$ cat src/design/cse_pkg.sv
// ----------------------------------------------------------------------------
// cse_pkg
// Shared constants for the counting sort engine: default key width and
// default set capacity.
// ----------------------------------------------------------------------------
`default_nettype none

package cse_pkg;

  localparam int unsigned KEY_BITS_DEF  = 8;
  localparam int unsigned MAX_ITEMS_DEF = 64;

endpackage : cse_pkg

`default_nettype wire

$ cat src/design/cse_hist_ram.sv
// ----------------------------------------------------------------------------
// cse_hist_ram
// Histogram store: one bin count per key value, one write port and one
// read port, read data registered.
// ----------------------------------------------------------------------------
`default_nettype none

module cse_hist_ram #(
  parameter int unsigned ADDR_W = 8,
  parameter int unsigned DATA_W = 7
) (
  input  wire logic              clk,
  input  wire logic              wr_en,
  input  wire logic [ADDR_W-1:0] wr_addr,
  input  wire logic [DATA_W-1:0] wr_data,
  input  wire logic [ADDR_W-1:0] rd_addr,
  output logic      [DATA_W-1:0] rd_data
);

  localparam int unsigned DEPTH = 1 << ADDR_W;

  logic [DATA_W-1:0] mem [DEPTH];
  logic [DATA_W-1:0] rd_data_r;

  always_ff @(posedge clk) begin
    if (wr_en) begin
      mem[wr_addr] <= wr_data;
    end
    rd_data_r <= mem[rd_addr];
  end

  assign rd_data = rd_data_r;

endmodule : cse_hist_ram

`default_nettype wire

$ cat src/design/counting_sort_engine_unit.sv
// ----------------------------------------------------------------------------
// counting_sort_engine_unit
// Counting sort over signed keys. Each key bumps its bin in a histogram
// store; the item flagged last starts a scan from the smallest key upward
// that emits every held key in ascending order and zeroes each bin it reads.
//
//   channel | ports                                      | direction
//   --------+--------------------------------------------+----------
//   in      | in_valid in_stall in_key in_last_item      | to block
//   out     | out_valid out_stall out_sorted_key         | from block
//           | out_last_out out_overflow                  |
//
// An accepted key reads its bin, then writes it back incremented, in the
// histogram store, which has one read port and one write port; a key that
// finds the set full is dropped and writes nothing. The last item adds a
// scan that reads each bin from the smallest held key up to the largest and
// emits its key once per count. After reset a clearing pass writes every
// bin to zero with in_stall high. The result register lets the next set
// load while the final result still waits on out_stall.
// ----------------------------------------------------------------------------
`default_nettype none

module counting_sort_engine_unit
  import cse_pkg::*;
#(
  parameter int unsigned KEY_BITS  = KEY_BITS_DEF,
  parameter int unsigned MAX_ITEMS = MAX_ITEMS_DEF
) (
  input  wire logic                       clk,
  input  wire logic                       rst_n,
  input  wire logic                       in_valid,
  output logic                            in_stall,
  input  wire logic signed [KEY_BITS-1:0] in_key,
  input  wire logic                       in_last_item,
  output logic                            out_valid,
  input  wire logic                       out_stall,
  output logic signed [KEY_BITS-1:0]      out_sorted_key,
  output logic                            out_last_out,
  output logic                            out_overflow
);

  localparam int unsigned CNT_W = $clog2(MAX_ITEMS + 1);
  localparam logic [CNT_W-1:0] MAX_CNT = CNT_W'(MAX_ITEMS);
  localparam logic [CNT_W-1:0] ONE_CNT = CNT_W'(1);
  localparam logic signed [KEY_BITS-1:0] KEY_MAXV = {1'b0, {(KEY_BITS-1){1'b1}}};
  localparam logic [KEY_BITS-1:0] BIN_LAST = {KEY_BITS{1'b1}};

  typedef enum logic [2:0] {
    S_CLEAR,
    S_IDLE,
    S_INC,
    S_SCAN_RD,
    S_SCAN_CHK,
    S_EMIT
  } state_t;

  state_t                      state_r, state_nxt;
  logic [KEY_BITS-1:0]         ptr_r, ptr_nxt;
  logic [KEY_BITS-1:0]         inc_bin_r, inc_bin_nxt;
  logic                        inc_last_r, inc_last_nxt;
  logic [CNT_W-1:0]            held_r, held_nxt;
  logic [CNT_W-1:0]            rem_r, rem_nxt;
  logic [CNT_W-1:0]            cnt_r, cnt_nxt;
  logic signed [KEY_BITS-1:0]  min_r, min_nxt;
  logic                        dropped_r, dropped_nxt;
  logic                        out_valid_r, out_valid_nxt;
  logic signed [KEY_BITS-1:0]  out_key_r, out_key_nxt;
  logic                        out_last_r, out_last_nxt;
  logic                        out_ovf_r, out_ovf_nxt;

  logic                        in_xfer;
  logic                        out_free;
  logic [KEY_BITS-1:0]         in_bin;
  logic                        ram_we;
  logic [KEY_BITS-1:0]         ram_waddr;
  logic [CNT_W-1:0]            ram_wdata;
  logic [KEY_BITS-1:0]         ram_raddr;
  logic [CNT_W-1:0]            ram_rdata;

  assign in_xfer  = in_valid && !in_stall;
  assign out_free = !out_valid_r || !out_stall;
  assign in_bin   = {~in_key[KEY_BITS-1], in_key[KEY_BITS-2:0]};

  cse_hist_ram #(
    .ADDR_W (KEY_BITS),
    .DATA_W (CNT_W)
  ) u_hist (
    .clk     (clk),
    .wr_en   (ram_we),
    .wr_addr (ram_waddr),
    .wr_data (ram_wdata),
    .rd_addr (ram_raddr),
    .rd_data (ram_rdata)
  );

  always_comb begin
    state_nxt     = state_r;
    ptr_nxt       = ptr_r;
    inc_bin_nxt   = inc_bin_r;
    inc_last_nxt  = inc_last_r;
    held_nxt      = held_r;
    rem_nxt       = rem_r;
    cnt_nxt       = cnt_r;
    min_nxt       = min_r;
    dropped_nxt   = dropped_r;
    out_valid_nxt = out_valid_r && out_stall;
    out_key_nxt   = out_key_r;
    out_last_nxt  = out_last_r;
    out_ovf_nxt   = out_ovf_r;
    ram_we        = 1'b0;
    ram_waddr     = ptr_r;
    ram_wdata     = '0;
    ram_raddr     = ptr_r;

    case (state_r)
      S_CLEAR: begin
        ram_we  = 1'b1;
        ptr_nxt = ptr_r + 1'b1;
        if (ptr_r == BIN_LAST) begin
          state_nxt = S_IDLE;
        end
      end
      S_IDLE: begin
        ram_raddr = in_bin;
        if (in_xfer) begin
          if (held_r != MAX_CNT) begin
            inc_bin_nxt  = in_bin;
            inc_last_nxt = in_last_item;
            held_nxt     = held_r + 1'b1;
            if (in_key < min_r) begin
              min_nxt = in_key;
            end
            state_nxt = S_INC;
          end else begin
            dropped_nxt = 1'b1;
            if (in_last_item) begin
              rem_nxt   = held_r;
              ptr_nxt   = {~min_r[KEY_BITS-1], min_r[KEY_BITS-2:0]};
              state_nxt = S_SCAN_RD;
            end
          end
        end
      end
      S_INC: begin
        ram_we    = 1'b1;
        ram_waddr = inc_bin_r;
        ram_wdata = ram_rdata + 1'b1;
        if (inc_last_r) begin
          rem_nxt   = held_r;
          ptr_nxt   = {~min_r[KEY_BITS-1], min_r[KEY_BITS-2:0]};
          state_nxt = S_SCAN_RD;
        end else begin
          state_nxt = S_IDLE;
        end
      end
      S_SCAN_RD: begin
        state_nxt = S_SCAN_CHK;
      end
      S_SCAN_CHK: begin
        ram_we  = 1'b1;
        cnt_nxt = ram_rdata;
        if (ram_rdata == '0) begin
          ptr_nxt   = ptr_r + 1'b1;
          state_nxt = S_SCAN_RD;
        end else begin
          state_nxt = S_EMIT;
        end
      end
      S_EMIT: begin
        if (out_free) begin
          out_valid_nxt = 1'b1;
          out_key_nxt   = {~ptr_r[KEY_BITS-1], ptr_r[KEY_BITS-2:0]};
          out_last_nxt  = (rem_r == ONE_CNT);
          out_ovf_nxt   = dropped_r;
          rem_nxt       = rem_r - 1'b1;
          cnt_nxt       = cnt_r - 1'b1;
          if (rem_r == ONE_CNT) begin
            held_nxt    = '0;
            min_nxt     = KEY_MAXV;
            dropped_nxt = 1'b0;
            state_nxt   = S_IDLE;
          end else if (cnt_r == ONE_CNT) begin
            ptr_nxt   = ptr_r + 1'b1;
            state_nxt = S_SCAN_RD;
          end
        end
      end
      default: begin
        state_nxt = S_CLEAR;
        ptr_nxt   = '0;
      end
    endcase
  end

  always_ff @(posedge clk) begin
    if (!rst_n) begin
      state_r     <= S_CLEAR;
      ptr_r       <= '0;
      held_r      <= '0;
      min_r       <= KEY_MAXV;
      dropped_r   <= 1'b0;
      out_valid_r <= 1'b0;
    end else begin
      state_r     <= state_nxt;
      ptr_r       <= ptr_nxt;
      held_r      <= held_nxt;
      min_r       <= min_nxt;
      dropped_r   <= dropped_nxt;
      out_valid_r <= out_valid_nxt;
    end
    inc_bin_r  <= inc_bin_nxt;
    inc_last_r <= inc_last_nxt;
    rem_r      <= rem_nxt;
    cnt_r      <= cnt_nxt;
    out_key_r  <= out_key_nxt;
    out_last_r <= out_last_nxt;
    out_ovf_r  <= out_ovf_nxt;
  end

  assign in_stall       = (state_r != S_IDLE);
  assign out_valid      = out_valid_r;
  assign out_sorted_key = out_key_r;
  assign out_last_out   = out_last_r;
  assign out_overflow   = out_ovf_r;

endmodule : counting_sort_engine_unit

`default_nettype wire
$ cat config.mk
export PLATFORM = sky130hd
export DESIGN_NAME = counting_sort_engine_unit
export DESIGN_NICKNAME = d
export VERILOG_FILES = /design/src/design/cse_pkg.sv /design/src/design/cse_hist_ram.sv /design/src/design/counting_sort_engine_unit.sv
export SDC_FILE = /design/constraint.sdc
export NUM_CORES = 2
export LEC_CHECK = 0
export ABC_AREA = 1
export BUFFER_PORTS_ARGS = -buffer_cell sky130_fd_sc_hd__clkbuf_2
export CORE_MARGIN = 3
export CORE_UTILIZATION = 40
export CTS_BUF_LIST = sky130_fd_sc_hd__clkbuf_16
export CTS_CLUSTER_SIZE = 30
export DETAILED_ROUTE_END_ITERATION = 16
export PLACE_DENSITY = 0.56
export SYNTH_ARGS = -nofsm -noshare
export SYNTH_HDL_FRONTEND = slang
export SYNTH_SLANG_ARGS = --single-unit
$ cat constraint.sdc
create_clock -name clk -period 18.1 [get_ports clk]
set_input_delay 1.81 -clock clk [delete_from_list [all_inputs] [get_ports clk]]
set_output_delay 1.81 -clock clk [all_outputs]
set_load 0.02 [all_outputs]
# Word-level counts from Yosys, hierarchy flattened
# Memories as Yosys holds them, arrays and structs flattened. A register that Yosys moved wholly into a read port is not among the register bits.
# Cells that the tools add are included.
[totals]
ff_bits = 61
latchBits = 0
mem_bits_rw = 1792
rom_bits = 0
input_bits = 13
out_inout_bits = 12
word_cells = 120
mem_count = 1
[mem_list]
columns = ["name", "depth", "word_bits", "rd", "rd_ports_with_merged_regs", "write_ports", "line_no", "text"]
rows = [
  ["u_hist.mem", 256, 7, 1, 1, 1, "cse_hist_ram.sv:22", "logic [DATA_W-1:0] mem [DEPTH];"],
]
[op_classes]
add_sub_neg = 5
n_mul = 0
div = 0
magnitude_cmp = 1
n_eq_ne = 24
n_shift = 0
mux = 51
bitwise_logic = 4
reduce_logical = 21
[op_table]
columns = ["operator", "count"]
rows = [
  ["$mux W8", 15],
  ["$mux W7", 11],
  ["$pmux W8 S6", 1],
  ["$pmux W7 S2", 2],
  ["$mux W3", 8],
  ["$ne A2 B2 Y1 const B", 12],
  ["$pmux W7 S3", 1],
  ["$pmux W3 S6", 1],
  ["$pmux W8 S2", 1],
  ["$reduce_and A5 Y1", 3],
  ["$add A7 B1 Y7 const B", 2],
  ["$eq A7 B1 Y1 const B", 2],
  ["$sub A7 B1 Y7 const B", 2],
  ["$reduce_and A6 Y1", 2],
  ["$mux W1", 9],
  ["$reduce_and A9 Y1", 1],
  ["$add A8 B1 Y8 const B", 1],
  ["$eq A8 B8 Y1 const B", 1],
  ["$lt A8 B8 Y1", 1],
  ["$logic_not A7 Y1", 1],
  ["$ne A7 B7 Y1 const B", 1],
  ["$eq A3 B2 Y1 const B", 2],
  ["$eq A3 B3 Y1 const B", 2],
  ["$ne A3 B3 Y1 const B", 2],
  ["14 further kinds", 22],
]

# Depth between registers and ports, before layout
[logic_depth]
depth_word = 5
depth_mapped = 18
depth_no_buf = 15

# By module
# From an unflattened synthesis, not the netlist that was laid out.
[hier_totals]
hier_cells = 6670
hier_area_um2 = 76816.2
[by_module_without_submodules]
columns = ["module", "n_inst", "cells_each", "area_each_um2", "seq_area_each_um2"]
rows = [
  ["cse_hist_ram", 1, 6218, 73269.0, 53951.7],
  ["counting_sort_engine_unit", 1, 452, 3547.2, 1551.5],
]

# Least setup slack after synthesis
# OpenSTA, ideal clock, no wires.
[synth_path]
path_type = "register to register"
from = "register state_r[0]"
to = "memory u_hist.mem[0][6], data pin"
setup_ps = 2100
arrival_time_ps = 10548
required_ps = 16000
setup_slack_ps = 5452
path_stages_with_launch = 6
n_path_buf = 2
synth_period_minus_slack_ps = 12648
cell_sequence = "dfxtp_1 > buf_4 > nor3_2 > inv_2 > buf_2 > nor3_1"
[synth_between]
elab_chain_cells = 2
[synth_rtl]
columns = ["element", "line_no", "text"]
rows = [
  ["from (decl)", "counting_sort_engine_unit.sv:57", "state_t state_r, state_nxt;"],
  ["from (signal assigned)", "counting_sort_engine_unit.sv:204", "state_r <= state_nxt;"],
  ["$eq A3 B2 Y1", "counting_sort_engine_unit.sv:115", "case (state_r)"],
  ["$mux W7", "counting_sort_engine_unit.sv:115", ""],
  ["named net ram_wdata[6]", "counting_sort_engine_unit.sv:76", "logic [CNT_W-1:0] ram_wdata;"],
  ["to (decl)", "cse_hist_ram.sv:22", ""],
]
# The timed path passes the listed nets, and every way through them passes these cells.

# Worst setup path after layout
[layout_path]
from = "input port in_key[0]"
to = "register u_hist.rd_data_r[0] (netlist: u_hist.rd_data[0]), read port of u_hist.mem"
[layout_between]
elab_chain_cells = 1
[layout_rtl]
columns = ["element", "line_no", "text"]
rows = [
  ["from (decl)", "counting_sort_engine_unit.sv:33", "input wire logic signed [KEY_BITS-1:0] in_key,"],
  ["$mux W8", "counting_sort_engine_unit.sv:115", ""],
  ["to (decl)", "cse_hist_ram.sv:23", "logic [DATA_W-1:0] rd_data_r;"],
]
# Every way passes these cells.
# A chain may end at the register's enable or synchronous reset.

==> impl_metrics.json <==
{
  "outcome": "finished clean",
  "hpwl_um": 124000,
  "cts_setup_buffers": 0,
  "clk_transition_reported_paths_ps": 60,
  "path_max_fanout": 135,
  "final_common_cell": "nand2_1",
  "rows": 164,
  "cts_sinks": 1860,
  "wirelength_um": 225000,
  "yosysSeqAreaShare_pct": 68.4,
  "min_path_type": "flip-flop to flip-flop",
  "final_max_slew_viol_count": 0,
  "grt_usage_pct": 21.2,
  "fin_crit_sh_pct": 34.1,
  "drive_gt1_share_pct": 4.91,
  "drc": 0,
  "layout.cells.non_filler": 10400,
  "die_area_um2": 208000,
  "leakagePower_uw": 0.0356,
  "ctsResizeCount": 0,
  "yosysWarnings": 0,
  "final_antenna_net_count": 0,
  "powerDensity_nw_per_um2": 158,
  "antenna_found_initial": 5,
  "grt_pass1_vias": 51200,
  "start_util_pct": 40.4,
  "hold_violations": 0,
  "setup_viol": 0,
  "crit_type": "input port to flip-flop",
  "vdd_drop_max_v": 0.000182,
  "root_buffer": "clkbuf_16",
  "cts_buffers": 193,
  "wire_per_inst_um": 21.6,
  "relSlewSlack_pct": 17.1,
  "synth_cells": 7732,
  "syn_nets": 7761,
  "hold_buffers": 0,
  "synthArstFlopShare_pct": 0,
  "endpoint_kind": "flip-flop",
  "place_inst": 10100,
  "syn_to_final_growth_pct": 9.92,
  "cts_max_path_buffers": 3,
  "max_freq_ghz": 0.162,
  "vias": 54100,
  "die_x_um": 456,
  "grt_max_degree": 193,
  "syn_area_um2": 81100,
  "cp_data_arrival_time_ps": 6890,
  "maxCapViolations": 0,
  "worstMarginPinSlew_ps": 1240,
  "clock_latency_ps": 830,
  "finalClockSkew_ps": 49.4,
  "ys_types": 44,
  "postSynthAreaPerCell_um2": 10.5,
  "ios": 25,
  "synth_edf_count": 1825,
  "numPortBuffers": 24,
  "ys_seq_elements": 1860,
  "die_h_um": 456,
  "firstDrtPassIters": 6,
  "drt_iter0_drc": 5985,
  "final_cell_mix": "nand2_1, edfxtp_1, nand3_1",
  "rsz0062_at_grt": "no",
  "grt_overflow": 0,
  "grt_pass1_wl_um": 335000,
  "synth-main-ff-cell": "edfxtp_1",
  "critPathLaunchType": "input port",
  "htree_levels": 4,
  "cts_tree": "yes",
  "cp.required_ps": 18820,
  "finalNetCount": 7630,
  "vias_per_cell": 5.19,
  "fin_crit_ps": 6170,
  "gp_congestion": 0.832,
  "coreArea_um2": 201000,
  "setup_tns_ps": 0
}
==> worst paths after layout <==
check             startpoint           endpoint  slack, ps  cells after the start
hold / removal     dropped_r       out_overflow        450                      0
hold reg to reg    dropped_r       out_overflow        450                      0
setup reg to reg  state_r[0]  u_hist.rd_data[6]      11990                     17
setup / recovery   in_key[0]  u_hist.rd_data[0]      11930                     15
==> state kept, by name, summed over array words and instances (netlist names), 3 cells and up <==
register,cells
u_hist.mem,1792
u_hist.rd_data,7
out_sorted_key,8
held_r,7
state_r,3
rem_r,7
cnt_r,7
min_r,8
ptr_r,8
inc_bin_r,8
==> Yosys cell counts, types with 5 or more instances <==
master       n  area (um^2)
xor2_1       5         43.8
inv_2        6         22.5
edfxtp_1  1825        54800
o211ai_1   100          751
buf_1       30          113
nand3b_1    91          683
xnor2_1      5         43.8
nand2_1   2189         8220
a211oi_1     6         45.0
o21ai_1      5         25.0
nor2_1     328         1230
o21ai_0    145          726
nor3_1      12         60.1
a21oi_1     22          110
buf_4       43          323
ha_1        16          200
dfxtp_1     35          701
clkbuf_1   103          387
buf_2      261         1310
o21ai_2      6         52.6
inv_1     1098         4120
nand3_1   1368         6850
==> layout make-up <==
cell class	instances	area [um^2]
multi-input cells	4328	19400
inverters	1105	4160
repair buffers	113	863
diodes	3	7.51
well taps	2656	3320
fillers	18700	112000
flip-flops and latches	1860	55500
clock buffers	199	4980
clock inverters	150	876
==> power breakdown <==
group          leakage, uW  internal [uW]  switching [uW]  total, uW
Combinational       0.0171           1350            4050       5400
Sequential          0.0154           4860            55.1       4920
Clock              0.00308           2070            1650       3730
Total               0.0356           8290            5760      14000
==> kinds of logic (layout without fill, tap and decap cells) <==
| kind of cell | count (synthesis) | in the layout | synth area share, % |
|---|---|---|---|
| AND/OR/NAND/NOR | 4001 | 4001 | 21.2 |
| flip-flops | 1860 | 1860 | 68.4 |
| buffers and inverters | 1544 | 1567 | 7.77 |
| AO/OA/AOI/OAI | 301 | 301 | 2.27 |
| adder cells (fa/ha/maj) | 16 | 16 | 0.247 |
| XOR/XNOR | 10 | 10 | 0.108 |
| other | 0 | 3 | 0 |
==> per-stage QoR <==
| step | utilization [%] | cell area, um^2 | hold WS (ps) | worst slack, ps | power [uW] |
|---|---|---|---|---|---|
| 3_3_place_gp | 41.5 | 83300 | 430 | 11310 | 10400 |
| 2_1_floorplan | - | 81100 | 409 | 5450 | 8570 |
| 4_1_cts | 44.4 | 89100 | 453 | 12040 | 14100 |
| 5_1_grt | 44.4 | 89100 | 465 | 11590 | 14800 |
| 3_5_place_dp | 41.5 | 83300 | 440 | 11310 | 10400 |
| 6_report | 44.4 | 89100 | 451 | 11930 | 14000 |
==> metal layers <==
layer | global-route usage, % | up-vias | routed length (um)
li1 | - | 25500 | -
met1 | 29.6 | 26300 | 96900
met2 | 33.8 | 1939 | 105000
met3 | 3.47 | 369 | 16500
met4 | 6.65 | 0 | 6540
met5 | 0 | - | 0
==> critical path: stages <==
cell      delay (ps)
clkbuf_2         170
nand4_4          100
buf_4            410
nand2_8          690
buf_4            880
buf_4            940
o21ai_0          180
nand2_1          120
nand3_1           90
nand3_1          210
nand3_1          190
nand3_1          160
nand3_1          240
nand3_1          190
nand2_1           60
Note: power is estimated with default switching activity, not from simulation.
